==> src/sv/clt_pkg.sv <==
// Shared types and constants of the command line tokenizer.
`timescale 1ns / 1ps
package clt_pkg;

  localparam int CLT_MAX_TOKENS  = 64;
  localparam int CLT_QUEUE_DEPTH = 4;
  localparam int CLT_MAX_RESULTS = 3;

  typedef enum logic [2:0] {
    KIND_CHAR  = 3'd0,
    KIND_WEND  = 3'd1,
    KIND_PIPE  = 3'd2,
    KIND_REDIR = 3'd3,
    KIND_OVF   = 3'd4,
    KIND_DONE  = 3'd5
  } kind_t;

  typedef struct packed {
    logic [7:0] char_value;
    logic       line_end;
  } in_item_t;

  typedef struct packed {
    kind_t      kind;
    logic [7:0] out_char;
    logic       last;
  } out_item_t;

  // All results of one request, first result in slot 0.
  typedef struct packed {
    logic [1:0]                      cnt;
    out_item_t [CLT_MAX_RESULTS-1:0] res;
  } bundle_t;

endpackage

==> src/sv/clt_front.sv <==
// Front end: accepts characters, tracks lexer state and forms result bundles.
`timescale 1ns / 1ps
module clt_front
  import clt_pkg::*;
#(
  parameter int MAX_TOKENS = CLT_MAX_TOKENS
) (
  input  logic     clk,
  input  logic     rst_n,
  input  logic     accept,
  input  in_item_t item,
  output logic     q_push,
  output bundle_t  q_data
);

  localparam int TCW = $clog2(MAX_TOKENS + 1);

  localparam logic [7:0] CH_PIPE  = 8'h7C;
  localparam logic [7:0] CH_LT    = 8'h3C;
  localparam logic [7:0] CH_GT    = 8'h3E;
  localparam logic [7:0] CH_DQ    = 8'h22;
  localparam logic [7:0] CH_SQ    = 8'h27;
  localparam logic [7:0] CH_BSL   = 8'h5C;
  localparam logic [7:0] CH_N     = 8'h6E;
  localparam logic [7:0] CH_T     = 8'h74;
  localparam logic [7:0] CH_LF    = 8'h0A;
  localparam logic [7:0] CH_TAB   = 8'h09;
  localparam logic [7:0] CH_SPACE = 8'h20;
  localparam logic [7:0] CH_VT    = 8'h0B;
  localparam logic [7:0] CH_FF    = 8'h0C;
  localparam logic [7:0] CH_CR    = 8'h0D;

  logic           dq_r, dq_nxt;
  logic           sq_r, sq_nxt;
  logic           pb_r, pb_nxt;
  logic           wo_r, wo_nxt;
  logic           ab_r, ab_nxt;
  logic [TCW-1:0] tc_r, tc_nxt;
  bundle_t        bnd;

  function automatic bundle_t add_res(bundle_t b, kind_t k, logic [7:0] ch);
    bundle_t r;
    r = b;
    if (r.cnt != 2'd3) begin
      r.res[r.cnt] = '{kind: k, out_char: ch, last: 1'b0};
      r.cnt        = r.cnt + 2'd1;
    end
    return r;
  endfunction

  // A waiting backslash comes out as itself before the word end.
  function automatic bundle_t add_end_word(bundle_t b, logic pb);
    bundle_t r;
    r = b;
    if (pb) begin
      r = add_res(r, KIND_CHAR, CH_BSL);
    end
    r = add_res(r, KIND_WEND, 8'h00);
    return r;
  endfunction

  function automatic bundle_t add_word_char(bundle_t b, logic pb, logic [7:0] c);
    bundle_t r;
    r = b;
    if (pb) begin
      if (c == CH_N) begin
        r = add_res(r, KIND_CHAR, CH_LF);
      end else if (c == CH_T) begin
        r = add_res(r, KIND_CHAR, CH_TAB);
      end else if (c == CH_BSL) begin
        r = add_res(r, KIND_CHAR, CH_BSL);
      end else begin
        r = add_res(r, KIND_CHAR, CH_BSL);
        r = add_res(r, KIND_CHAR, c);
      end
    end else if (c != CH_BSL) begin
      r = add_res(r, KIND_CHAR, c);
    end
    return r;
  endfunction

  function automatic logic is_blank(logic [7:0] c);
    return (c == CH_SPACE) || (c == CH_TAB) || (c == CH_LF) ||
           (c == CH_VT) || (c == CH_FF) || (c == CH_CR);
  endfunction

  always_comb begin
    logic [7:0] c;
    logic       quoted;
    logic       tok_full;
    c        = item.char_value;
    quoted   = dq_r | sq_r;
    tok_full = (tc_r >= TCW'(MAX_TOKENS));
    bnd      = '0;
    dq_nxt   = dq_r;
    sq_nxt   = sq_r;
    pb_nxt   = pb_r;
    wo_nxt   = wo_r;
    ab_nxt   = ab_r;
    tc_nxt   = tc_r;
    if (item.line_end) begin
      if (!ab_r && wo_r) begin
        bnd = add_end_word(bnd, pb_r);
      end
      bnd    = add_res(bnd, KIND_DONE, 8'h00);
      dq_nxt = 1'b0;
      sq_nxt = 1'b0;
      pb_nxt = 1'b0;
      wo_nxt = 1'b0;
      ab_nxt = 1'b0;
      tc_nxt = '0;
    end else if (!ab_r) begin
      if (!quoted && (c == CH_LT || c == CH_GT)) begin
        bnd    = add_res(bnd, KIND_REDIR, 8'h00);
        ab_nxt = 1'b1;
      end else if (!quoted && c == CH_PIPE) begin
        if (wo_r) begin
          bnd    = add_end_word(bnd, pb_r);
          pb_nxt = 1'b0;
          wo_nxt = 1'b0;
        end
        if (tok_full) begin
          bnd    = add_res(bnd, KIND_OVF, 8'h00);
          ab_nxt = 1'b1;
        end else begin
          tc_nxt = tc_r + TCW'(1);
          bnd    = add_res(bnd, KIND_PIPE, 8'h00);
        end
      end else if (!quoted && is_blank(c)) begin
        if (wo_r) begin
          bnd    = add_end_word(bnd, pb_r);
          pb_nxt = 1'b0;
          wo_nxt = 1'b0;
        end
      end else if ((c == CH_DQ && !sq_r && dq_r) || (c == CH_SQ && !dq_r && sq_r)) begin
        // Closing quote.
        bnd    = add_end_word(bnd, pb_r);
        pb_nxt = 1'b0;
        wo_nxt = 1'b0;
        dq_nxt = 1'b0;
        sq_nxt = 1'b0;
      end else if ((c == CH_DQ && !sq_r) || (c == CH_SQ && !dq_r)) begin
        // Opening quote: text right before it becomes a word of its own.
        if (wo_r) begin
          bnd    = add_end_word(bnd, pb_r);
          pb_nxt = 1'b0;
          wo_nxt = 1'b0;
        end
        if (tok_full) begin
          bnd    = add_res(bnd, KIND_OVF, 8'h00);
          ab_nxt = 1'b1;
        end else begin
          tc_nxt = tc_r + TCW'(1);
          wo_nxt = 1'b1;
          if (c == CH_DQ) begin
            dq_nxt = 1'b1;
          end else begin
            sq_nxt = 1'b1;
          end
        end
      end else begin
        if (!wo_r && tok_full) begin
          bnd    = add_res(bnd, KIND_OVF, 8'h00);
          ab_nxt = 1'b1;
        end else begin
          if (!wo_r) begin
            tc_nxt = tc_r + TCW'(1);
          end
          wo_nxt = 1'b1;
          bnd    = add_word_char(bnd, pb_r, c);
          pb_nxt = !pb_r && (c == CH_BSL);
        end
      end
    end
    if (bnd.cnt != 2'd0) begin
      bnd.res[bnd.cnt - 2'd1].last = 1'b1;
    end
  end

  assign q_push = accept && (bnd.cnt != 2'd0);
  assign q_data = bnd;

  always_ff @(posedge clk) begin
    if (!rst_n) begin
      dq_r <= 1'b0;
      sq_r <= 1'b0;
      pb_r <= 1'b0;
      wo_r <= 1'b0;
      ab_r <= 1'b0;
      tc_r <= '0;
    end else if (accept) begin
      dq_r <= dq_nxt;
      sq_r <= sq_nxt;
      pb_r <= pb_nxt;
      wo_r <= wo_nxt;
      ab_r <= ab_nxt;
      tc_r <= tc_nxt;
    end
  end

endmodule

==> src/sv/clt_queue.sv <==
// Short queue of result bundles between the front and back ends.
`timescale 1ns / 1ps
module clt_queue
  import clt_pkg::*;
#(
  parameter int DEPTH = CLT_QUEUE_DEPTH
) (
  input  logic    clk,
  input  logic    rst_n,
  input  logic    push,
  input  bundle_t wr_data,
  output logic    full,
  input  logic    pop,
  output bundle_t rd_data,
  output logic    empty
);

  localparam int AW = (DEPTH > 1) ? $clog2(DEPTH) : 1;
  localparam int CW = $clog2(DEPTH + 1);

  bundle_t         slots_r [DEPTH];
  logic [AW-1:0]   wr_ptr_r, wr_ptr_nxt;
  logic [AW-1:0]   rd_ptr_r, rd_ptr_nxt;
  logic [CW-1:0]   cnt_r, cnt_nxt;
  logic            do_push, do_pop;

  assign full    = (cnt_r == CW'(DEPTH));
  assign empty   = (cnt_r == '0);
  assign do_push = push && !full;
  assign do_pop  = pop && !empty;
  assign rd_data = slots_r[rd_ptr_r];

  always_comb begin
    wr_ptr_nxt = wr_ptr_r;
    rd_ptr_nxt = rd_ptr_r;
    cnt_nxt    = cnt_r;
    if (do_push) begin
      wr_ptr_nxt = (wr_ptr_r == AW'(DEPTH - 1)) ? '0 : wr_ptr_r + AW'(1);
    end
    if (do_pop) begin
      rd_ptr_nxt = (rd_ptr_r == AW'(DEPTH - 1)) ? '0 : rd_ptr_r + AW'(1);
    end
    if (do_push && !do_pop) begin
      cnt_nxt = cnt_r + CW'(1);
    end else if (do_pop && !do_push) begin
      cnt_nxt = cnt_r - CW'(1);
    end
  end

  always_ff @(posedge clk) begin
    if (!rst_n) begin
      wr_ptr_r <= '0;
      rd_ptr_r <= '0;
      cnt_r    <= '0;
    end else begin
      wr_ptr_r <= wr_ptr_nxt;
      rd_ptr_r <= rd_ptr_nxt;
      cnt_r    <= cnt_nxt;
    end
  end

  always_ff @(posedge clk) begin
    if (do_push) begin
      slots_r[wr_ptr_r] <= wr_data;
    end
  end

endmodule

==> src/sv/clt_back.sv <==
// Back end: holds one bundle and hands out its results one at a time.
`timescale 1ns / 1ps
module clt_back
  import clt_pkg::*;
(
  input  logic      clk,
  input  logic      rst_n,
  input  logic      q_empty,
  input  bundle_t   q_data,
  output logic      q_pop,
  output logic      out_empty,
  input  logic      out_pop,
  output out_item_t out_item
);

  logic          valid_r, valid_nxt;
  bundle_t       bundle_r, bundle_nxt;
  logic [1:0]    idx_r, idx_nxt;
  logic          take;

  assign out_empty = !valid_r;
  assign out_item  = bundle_r.res[idx_r];

  // A new bundle is loaded when the register is free or its final result goes.
  assign take  = !valid_r || (out_pop && out_item.last);
  assign q_pop = take && !q_empty;

  always_comb begin
    valid_nxt  = valid_r;
    bundle_nxt = bundle_r;
    idx_nxt    = idx_r;
    if (take) begin
      valid_nxt  = !q_empty;
      bundle_nxt = q_data;
      idx_nxt    = 2'd0;
    end else if (out_pop) begin
      idx_nxt = idx_r + 2'd1;
    end
  end

  always_ff @(posedge clk) begin
    if (!rst_n) begin
      valid_r <= 1'b0;
      idx_r   <= 2'd0;
    end else begin
      valid_r <= valid_nxt;
      idx_r   <= idx_nxt;
    end
  end

  always_ff @(posedge clk) begin
    bundle_r <= bundle_nxt;
  end

endmodule

==> src/sv/command_line_tokenizer_unit.sv <==
// Top level of the command line tokenizer.
// Streaming shell command line lexer: one character (or an end-of-line marker)
// per request, producing word characters, word ends, pipe tokens, error codes
// and a line-done marker on a queue-style result port, with the last result of
// each request flagged. A request is accepted every clock cycle while in_full is
// low; the front end updates the lexer state in that same cycle and places the
// request's results (one to three, or none) into a bundle queue of QUEUE_DEPTH
// entries. The back end delivers one result per cycle while the consumer pops, so
// input throughput is one request per cycle when each request gives at most one
// result, and the results of one request leave the result port one per pop;
// in_full rises only when the bundle queue has filled. An accepted request's first
// result passes through a queue slot and then the back end's bundle register.
`timescale 1ns / 1ps
module command_line_tokenizer_unit
  import clt_pkg::*;
#(
  parameter int MAX_TOKENS  = CLT_MAX_TOKENS,
  parameter int QUEUE_DEPTH = CLT_QUEUE_DEPTH
) (
  input  logic      clk,
  input  logic      rst_n,
  input  logic      in_push,
  output logic      in_full,
  input  in_item_t  in_item,
  output logic      out_empty,
  input  logic      out_pop,
  output out_item_t out_item
);

  logic    accept;
  logic    q_push, q_full, q_pop, q_empty;
  bundle_t q_wr_data, q_rd_data;

  assign in_full = q_full;
  assign accept  = in_push && !q_full;

  clt_front #(
    .MAX_TOKENS(MAX_TOKENS)
  ) u_front (
    .clk   (clk),
    .rst_n (rst_n),
    .accept(accept),
    .item  (in_item),
    .q_push(q_push),
    .q_data(q_wr_data)
  );

  clt_queue #(
    .DEPTH(QUEUE_DEPTH)
  ) u_queue (
    .clk    (clk),
    .rst_n  (rst_n),
    .push   (q_push),
    .wr_data(q_wr_data),
    .full   (q_full),
    .pop    (q_pop),
    .rd_data(q_rd_data),
    .empty  (q_empty)
  );

  clt_back u_back (
    .clk      (clk),
    .rst_n    (rst_n),
    .q_empty  (q_empty),
    .q_data   (q_rd_data),
    .q_pop    (q_pop),
    .out_empty(out_empty),
    .out_pop  (out_pop),
    .out_item (out_item)
  );

endmodule

==> config.mk <==
export PLATFORM = sky130hd
export DESIGN_NAME = command_line_tokenizer_unit
export DESIGN_NICKNAME = d
export VERILOG_FILES = /design/src/sv/clt_pkg.sv /design/src/sv/clt_front.sv /design/src/sv/clt_queue.sv /design/src/sv/clt_back.sv /design/src/sv/command_line_tokenizer_unit.sv
export SDC_FILE = /design/constraint.sdc
export NUM_CORES = 1
export LEC_CHECK = 0
export BUFFER_PORTS_ARGS = -buffer_cell sky130_fd_sc_hd__buf_4
export CORE_ASPECT_RATIO = 0.9
export CORE_MARGIN = 5
export CORE_UTILIZATION = 59
export CTS_BUF_LIST = sky130_fd_sc_hd__clkbuf_4
export DETAILED_ROUTE_END_ITERATION = 16
export PLACE_DENSITY = 0.79
export SLEW_MARGIN = 20
export SYNTH_ARGS = -nofsm -noshare
export SYNTH_HDL_FRONTEND = slang
export SYNTH_HIERARCHICAL = 1
export SYNTH_SLANG_ARGS = --single-unit
==> constraint.sdc <==
create_clock -name clk -period 3.35 [get_ports clk]
set_input_delay 0 -clock clk [delete_from_list [all_inputs] [get_ports clk]]
set_output_delay 0 -clock clk [all_outputs]
set_load 0.005 [all_outputs]
Word level (Yosys, flattened, before mapping)
Memories as Yosys holds them, arrays and structs flattened. A register that Yosys moved wholly into a read port is not among the register bits. Cells that the tools add are included.

Memories kept: 1. Register bits after elaboration: 22. Output and inout port bits: 14. RAM bits: 152.

Equal/unequal tests: 38. Reduce and logical (&&, ||, !) cells: 58. Add/subtract/negate cells: 16. Bitwise gates (word level): 29. $lt $le $gt $ge: 22. Mux-type cells: 177.

Memories: u_queue.slots_r (depth 4, width 38, read ports 1, clocked after Yosys merged registers in 1, wr ports 1, line clt_queue.sv:21) `bundle_t slots_r [DEPTH];`.

Operators with widths (count): 38-bit two-way mux (65); 33-bit bitwise AND (8); 12-bit two-way mux (22); 33-bit NOT (8); 12-bit demux with 2-bit select (10); 37-bit two-way mux (2); 36-bit bitwise mux (2); 7-bit two-way mux (10); 1-bit two-way mux (48); 8-bit by 4-bit equality test with 1-bit output, second input constant (5); 8-bit by 6-bit equality test with 1-bit output, second input constant (5); 36-bit two-way mux (1); 2-bit by 3-bit less-than comparator with 1-bit output, second input constant (11); 8-bit by 7-bit equality test with 1-bit output, second input constant (4); 30-bit bitwise AND (1); 30-bit NOT (1); 1-bit logical AND (28); 2-bit two-way mux (14); 2-bit inequality test, second input constant (13); 2-bit by 1-bit adder with 2-bit output, second input constant (12); 12-bit binary-select mux with 2-bit select (1); 3-bit bitwise OR (8); 2-bit by 1-bit greater-or-equal comparator with 1-bit output, second input constant (10); 8-bit AND reduction (2); other kinds (25) (49).

Logic depth before layout (Yosys ltp)
Word-level depth: 49. Gate-level depth with buffers: 18. Gate-level depth less buffers: 14.

Hierarchy
Netlist, hierarchy kept.

Modules (own cells, without submodules): clt_queue (cells an instance 249, area an instance 5978.2 µm², seq. area each 4744.6 µm², instances 1); clt_front (cells an instance 239, area an instance 1646.6 µm², seq. area each 240.2 µm², instances 1); clt_back (cells an instance 98, area an instance 1530.2 µm², seq. area each 1141.1 µm², instances 1); command_line_tokenizer_unit (cells an instance 1, area an instance 13.8 µm², seq. area each 0.0 µm², instances 1).

Worst setup path before layout
Ideal clock, no wire load.

Path kind: register to register. Start point: register u_front.dq_r. End point: memory u_queue/slots_r[0][0] (netlist bit) (enable). Library setup time: 399 ps. Clock period less this slack: 3359 ps. Arrival time: 2960 ps. Cell stages (with the launch flop): 13. Path slack: -9 ps. Path buffers: 3. Cells stage by stage: dfxtp_1 nor4bb_1 and3_4 buf_6 or2_1 buf_6 o211a_1 and4_4 o211ai_1 a21boi_0 nor2b_1 buf_2 and2_1.

Longest elaborated chain between the ends: 15.

RTL lines: start: declaration (line clt_front.sv:33) `logic dq_r, dq_nxt;`; start signal: assignment (line clt_front.sv:192) `dq_r <= dq_nxt;`; 1-bit zero test (line clt_front.sv:135, clt_front.sv:142); 1-bit logical AND (line clt_front.sv:135, clt_front.sv:142); 1-bit logical OR or 1-bit logical AND (tied branches) (line clt_front.sv:142, clt_front.sv:135); 38-bit two-way mux or 1-bit logical OR (tied branches) (line clt_front.sv:142, clt_front.sv:135); 38-bit two-way mux (line clt_front.sv:135) `end else if ((c == CH_DQ && !sq_r && dq_r) || (c == CH_SQ && !dq_r && sq_r)) begin`; 38-bit two-way mux (line clt_front.sv:129) `end else if (!quoted && is_blank(c)) begin`; 38-bit two-way mux (line clt_front.sv:116) `end else if (!quoted && c == CH_PIPE) begin`; 38-bit two-way mux (*) (line clt_front.sv:113) `if (!quoted && (c == CH_LT || c == CH_GT)) begin`; 38-bit two-way mux (*) (line clt_front.sv:112) `end else if (!ab_r) begin`; 38-bit two-way mux (*) (line clt_front.sv:101) `if (item.line_end) begin`; 2-bit nonzero test (*) (line clt_front.sv:180) `assign q_push = accept && (bnd.cnt != 2'd0);`; 1-bit logical AND (*) (line clt_front.sv:180); net q_push (line command_line_tokenizer_unit.sv:31) `logic q_push, q_full, q_pop, q_empty;`; 1-bit logical AND (*) (line clt_queue.sv:29) `assign do_push = push && !full;`; net u_queue.do_push (line clt_queue.sv:25) `logic do_push, do_pop;`; 1-bit two-way mux (*) (line clt_queue.sv:63) `if (do_push) begin`; 1-bit two-way mux (implied by the code) (*) (line clt_queue.sv:64) `slots_r[wr_ptr_r] <= wr_data;`; end: declaration (line clt_queue.sv:21).

Mark *: on every way through the listed nets, which the timed path passes. The rest lies on a longest branch.

Worst setup path after layout
Start point: register u_front.dq_r. End point: register u_queue.cnt_r[2].

Longest elaborated chain between the ends: 16.

RTL lines: 1-bit zero test (line clt_front.sv:135, clt_front.sv:142); 1-bit logical AND (line clt_front.sv:135, clt_front.sv:142); 1-bit logical OR or 1-bit logical AND (tied branches) (line clt_front.sv:142, clt_front.sv:135); 38-bit two-way mux or 1-bit logical OR (tied branches) (line clt_front.sv:142, clt_front.sv:135); 38-bit two-way mux (line clt_front.sv:135); 38-bit two-way mux (line clt_front.sv:129); 38-bit two-way mux (line clt_front.sv:116); 38-bit two-way mux (*) (line clt_front.sv:113); 38-bit two-way mux (*) (line clt_front.sv:112); 38-bit two-way mux (*) (line clt_front.sv:101); 2-bit nonzero test (*) (line clt_front.sv:180); 1-bit logical AND (*) (line clt_front.sv:180); net q_push (line command_line_tokenizer_unit.sv:31); 1-bit logical AND (*) (line clt_queue.sv:29); 1-bit zero test (line clt_queue.sv:45) `end else if (do_pop && !do_push) begin`; 1-bit logical AND (line clt_queue.sv:45); 2-bit nonzero test (no source line); end signal: assignment (line clt_queue.sv:58) `cnt_r <= cnt_nxt;`; end: declaration (line clt_queue.sv:24) `logic [CW-1:0] cnt_r, cnt_nxt;`.

Marked as above. A chain may end at the register's enable or synchronous reset.

==> reports/metrics.cfg <==
[clock_tree]
htreeDepth = 2
clkLatencyLatePin_ps = 650
cts_buffers = 51
path_clk_slew_ps = 70
root_buffer = clkbuf_4
cts_tree = built
clock_sinks = 204
cts_buffer_depth = 3

[placed_design]
io_buffers = 26
hpwl_um = 11200
dp.cells = 794
placed_area_um2 = 9340
gp_congestion = 0.936
dpl_worst_slack_ps = -15.4

[critical_path]
cp.required_ps = 3900
rr_worst_depth = 14
start_kind = register
worst-setup-path-type = reg2reg
crit_arrival_ps = 3790
end_kind = register
path_max_fanout = 7

[finish]
n_fill_cell = 971
stdcell_area_um2 = 10300
drive_gt1_frac = 0.268
nets = 689
final_util = 0.697
area_growth_pct = 15.5
final_cells = 904
diodes = 0
seq_area_um2 = 5890
multi_input_area_um2 = 2730

[worst_hold_path]
whs_path_depth = 4
hp-class = in2reg

[global_route]
grt_pass1_vias = 5524
grt_max_degree = 37
grt_usage = 0.202
antenna_found_initial = 0
gr-total-overflow = 0
grt_pass1_wl_um = 28000

[flow_run]
drv_cap = 0

[synth]
ys_warn_count = 6
syn_area_um2 = 8880
syn_avg_cell_area_um2 = 15.4
synth_cells = 576

[sta]
tns_ps = 0
final-max-slew-violation-count = 0
worst_slew_margin_rel = 0.526
hold_viol = 0
period_needed_ps = 3240
finClkSkew_ps = 56.2
setup_ws_ps = 110
max_slew.worst_pin.slew_ps = 705
fin_crit_sh = 0.967
max_freq_mhz = 309
finalSetupViolations = 0

[routing]
ant_nets = 0
viasPerCell = 5.83
drt_iter0_drc = 490
dr.pass1.iters = 5
routed_wl_um = 17500
drc = 0
avgRoutedWirePerCell_um = 19.4
num_vias = 5270

[run_status]
status = completed

[floorplanning]
die_w_um = 139
die_h_um = 126
ios = 27
core_region_area_um2 = 14700
dieArea_um2 = 17600
std_cell_rows = 42
start_util = 0.603

[pwr]
p_leak_nw = 3.61
max-vdd-ir-drop_mv = 0.382
p_per_area_nw_per_um2 = 737

[report_power, final]
group | switching, W | internal [W]
clock | 0.000953 | 0.00130
combinational | 0.000811 | 0.000817
sequential | 0.000242 | 0.00344
total | 0.00201 | 0.00555
[flip-flops by register name, indices dropped and copies added (netlist names), named ones only]
signal,cells
u_front/tc_r,7
u_back/valid_r,1
u_front/wo_r,1
u_front/pb_r,1
u_queue/wr_ptr_r,2
u_queue/cnt_r,3
u_front/dq_r,1
u_back/bundle_r,36
u_queue/slots_r,144
u_front/sq_r,1
u_front/ab_r,1
u_queue/rd_ptr_r,2
u_back/idx_r,2
[cell usage in the layout, fill, tap and decap left out, types with 12 or more instances in the layout]
cell type	n
and2_1	15
buf_4	48
o21ai_0	26
dfxtp_1	22
mux2i_1	18
clkinv_1	12
inv_1	14
mux4_2	36
dlygate4sd3_1	15
edfxtp_1	180
nand2_1	34
a21oi_1	15
clkbuf_4	71
nor2_1	31
nor2b_1	12
[worst max-delay path, cell delays in order, from the launching register on]
cell and delay [ps]:
dfxtp_1 320, nor4bb_2 310, and3_4 270, or2_1 130, o211a_1 200, and4_4 240
o211ai_1 90, a21boi_1 160, nor2b_4 190, ha_2 200, inv_1 60, fa_1 380
xor2_1 190, or3_1 310, a21boi_1 140
[through the flow]
stage          hold slack (ps)  total power (W)
2_1_floorplan              126          0.00480
6_report                   295          0.00756
3_5_place_dp               320          0.00535
3_3_place_gp               306          0.00527
5_1_grt                    283          0.00798
4_1_cts                    241          0.00764
[final cells by class]
type                    instances  share of cell area
repair buffers                 68              0.0595
multi-input cells             328               0.266
clock buffers                  71              0.0520
clock inverters                21              0.0189
well taps                     198              0.0242
flip-flops and latches        204               0.574
inverters                      14             0.00512
[metal layers]
metal,track usage,vias up,share of wire
met5,0,-,0
met4,0.0673,0,0.019
met3,0.0406,32,0.065
met2,0.358,196,0.52
met1,0.250,2609,0.40
li1,-,2433,-
[final timing paths]
kind / startpoint / end / slack, ps
max: u_front/dq_r / u_queue/cnt_r[2] / 110
min: rst_n / u_queue/wr_ptr_r[0] / 290
max reg2reg: u_front/dq_r / u_queue/cnt_r[2] / 110
min reg2reg: u_queue/wr_ptr_r[1] / u_queue/wr_ptr_r[1] / 500
[what timing repair did]
action                                  in CTS  in global routing
endpoints found under the setup margin       1                  1
gates resized for setup                      2                  6
setup buffers                                0                  3
hold endpoints to repair                   104                  0
pin swaps                                    0                  4
hold buffers                                15                  0
(Power assumes the default switching activity.)
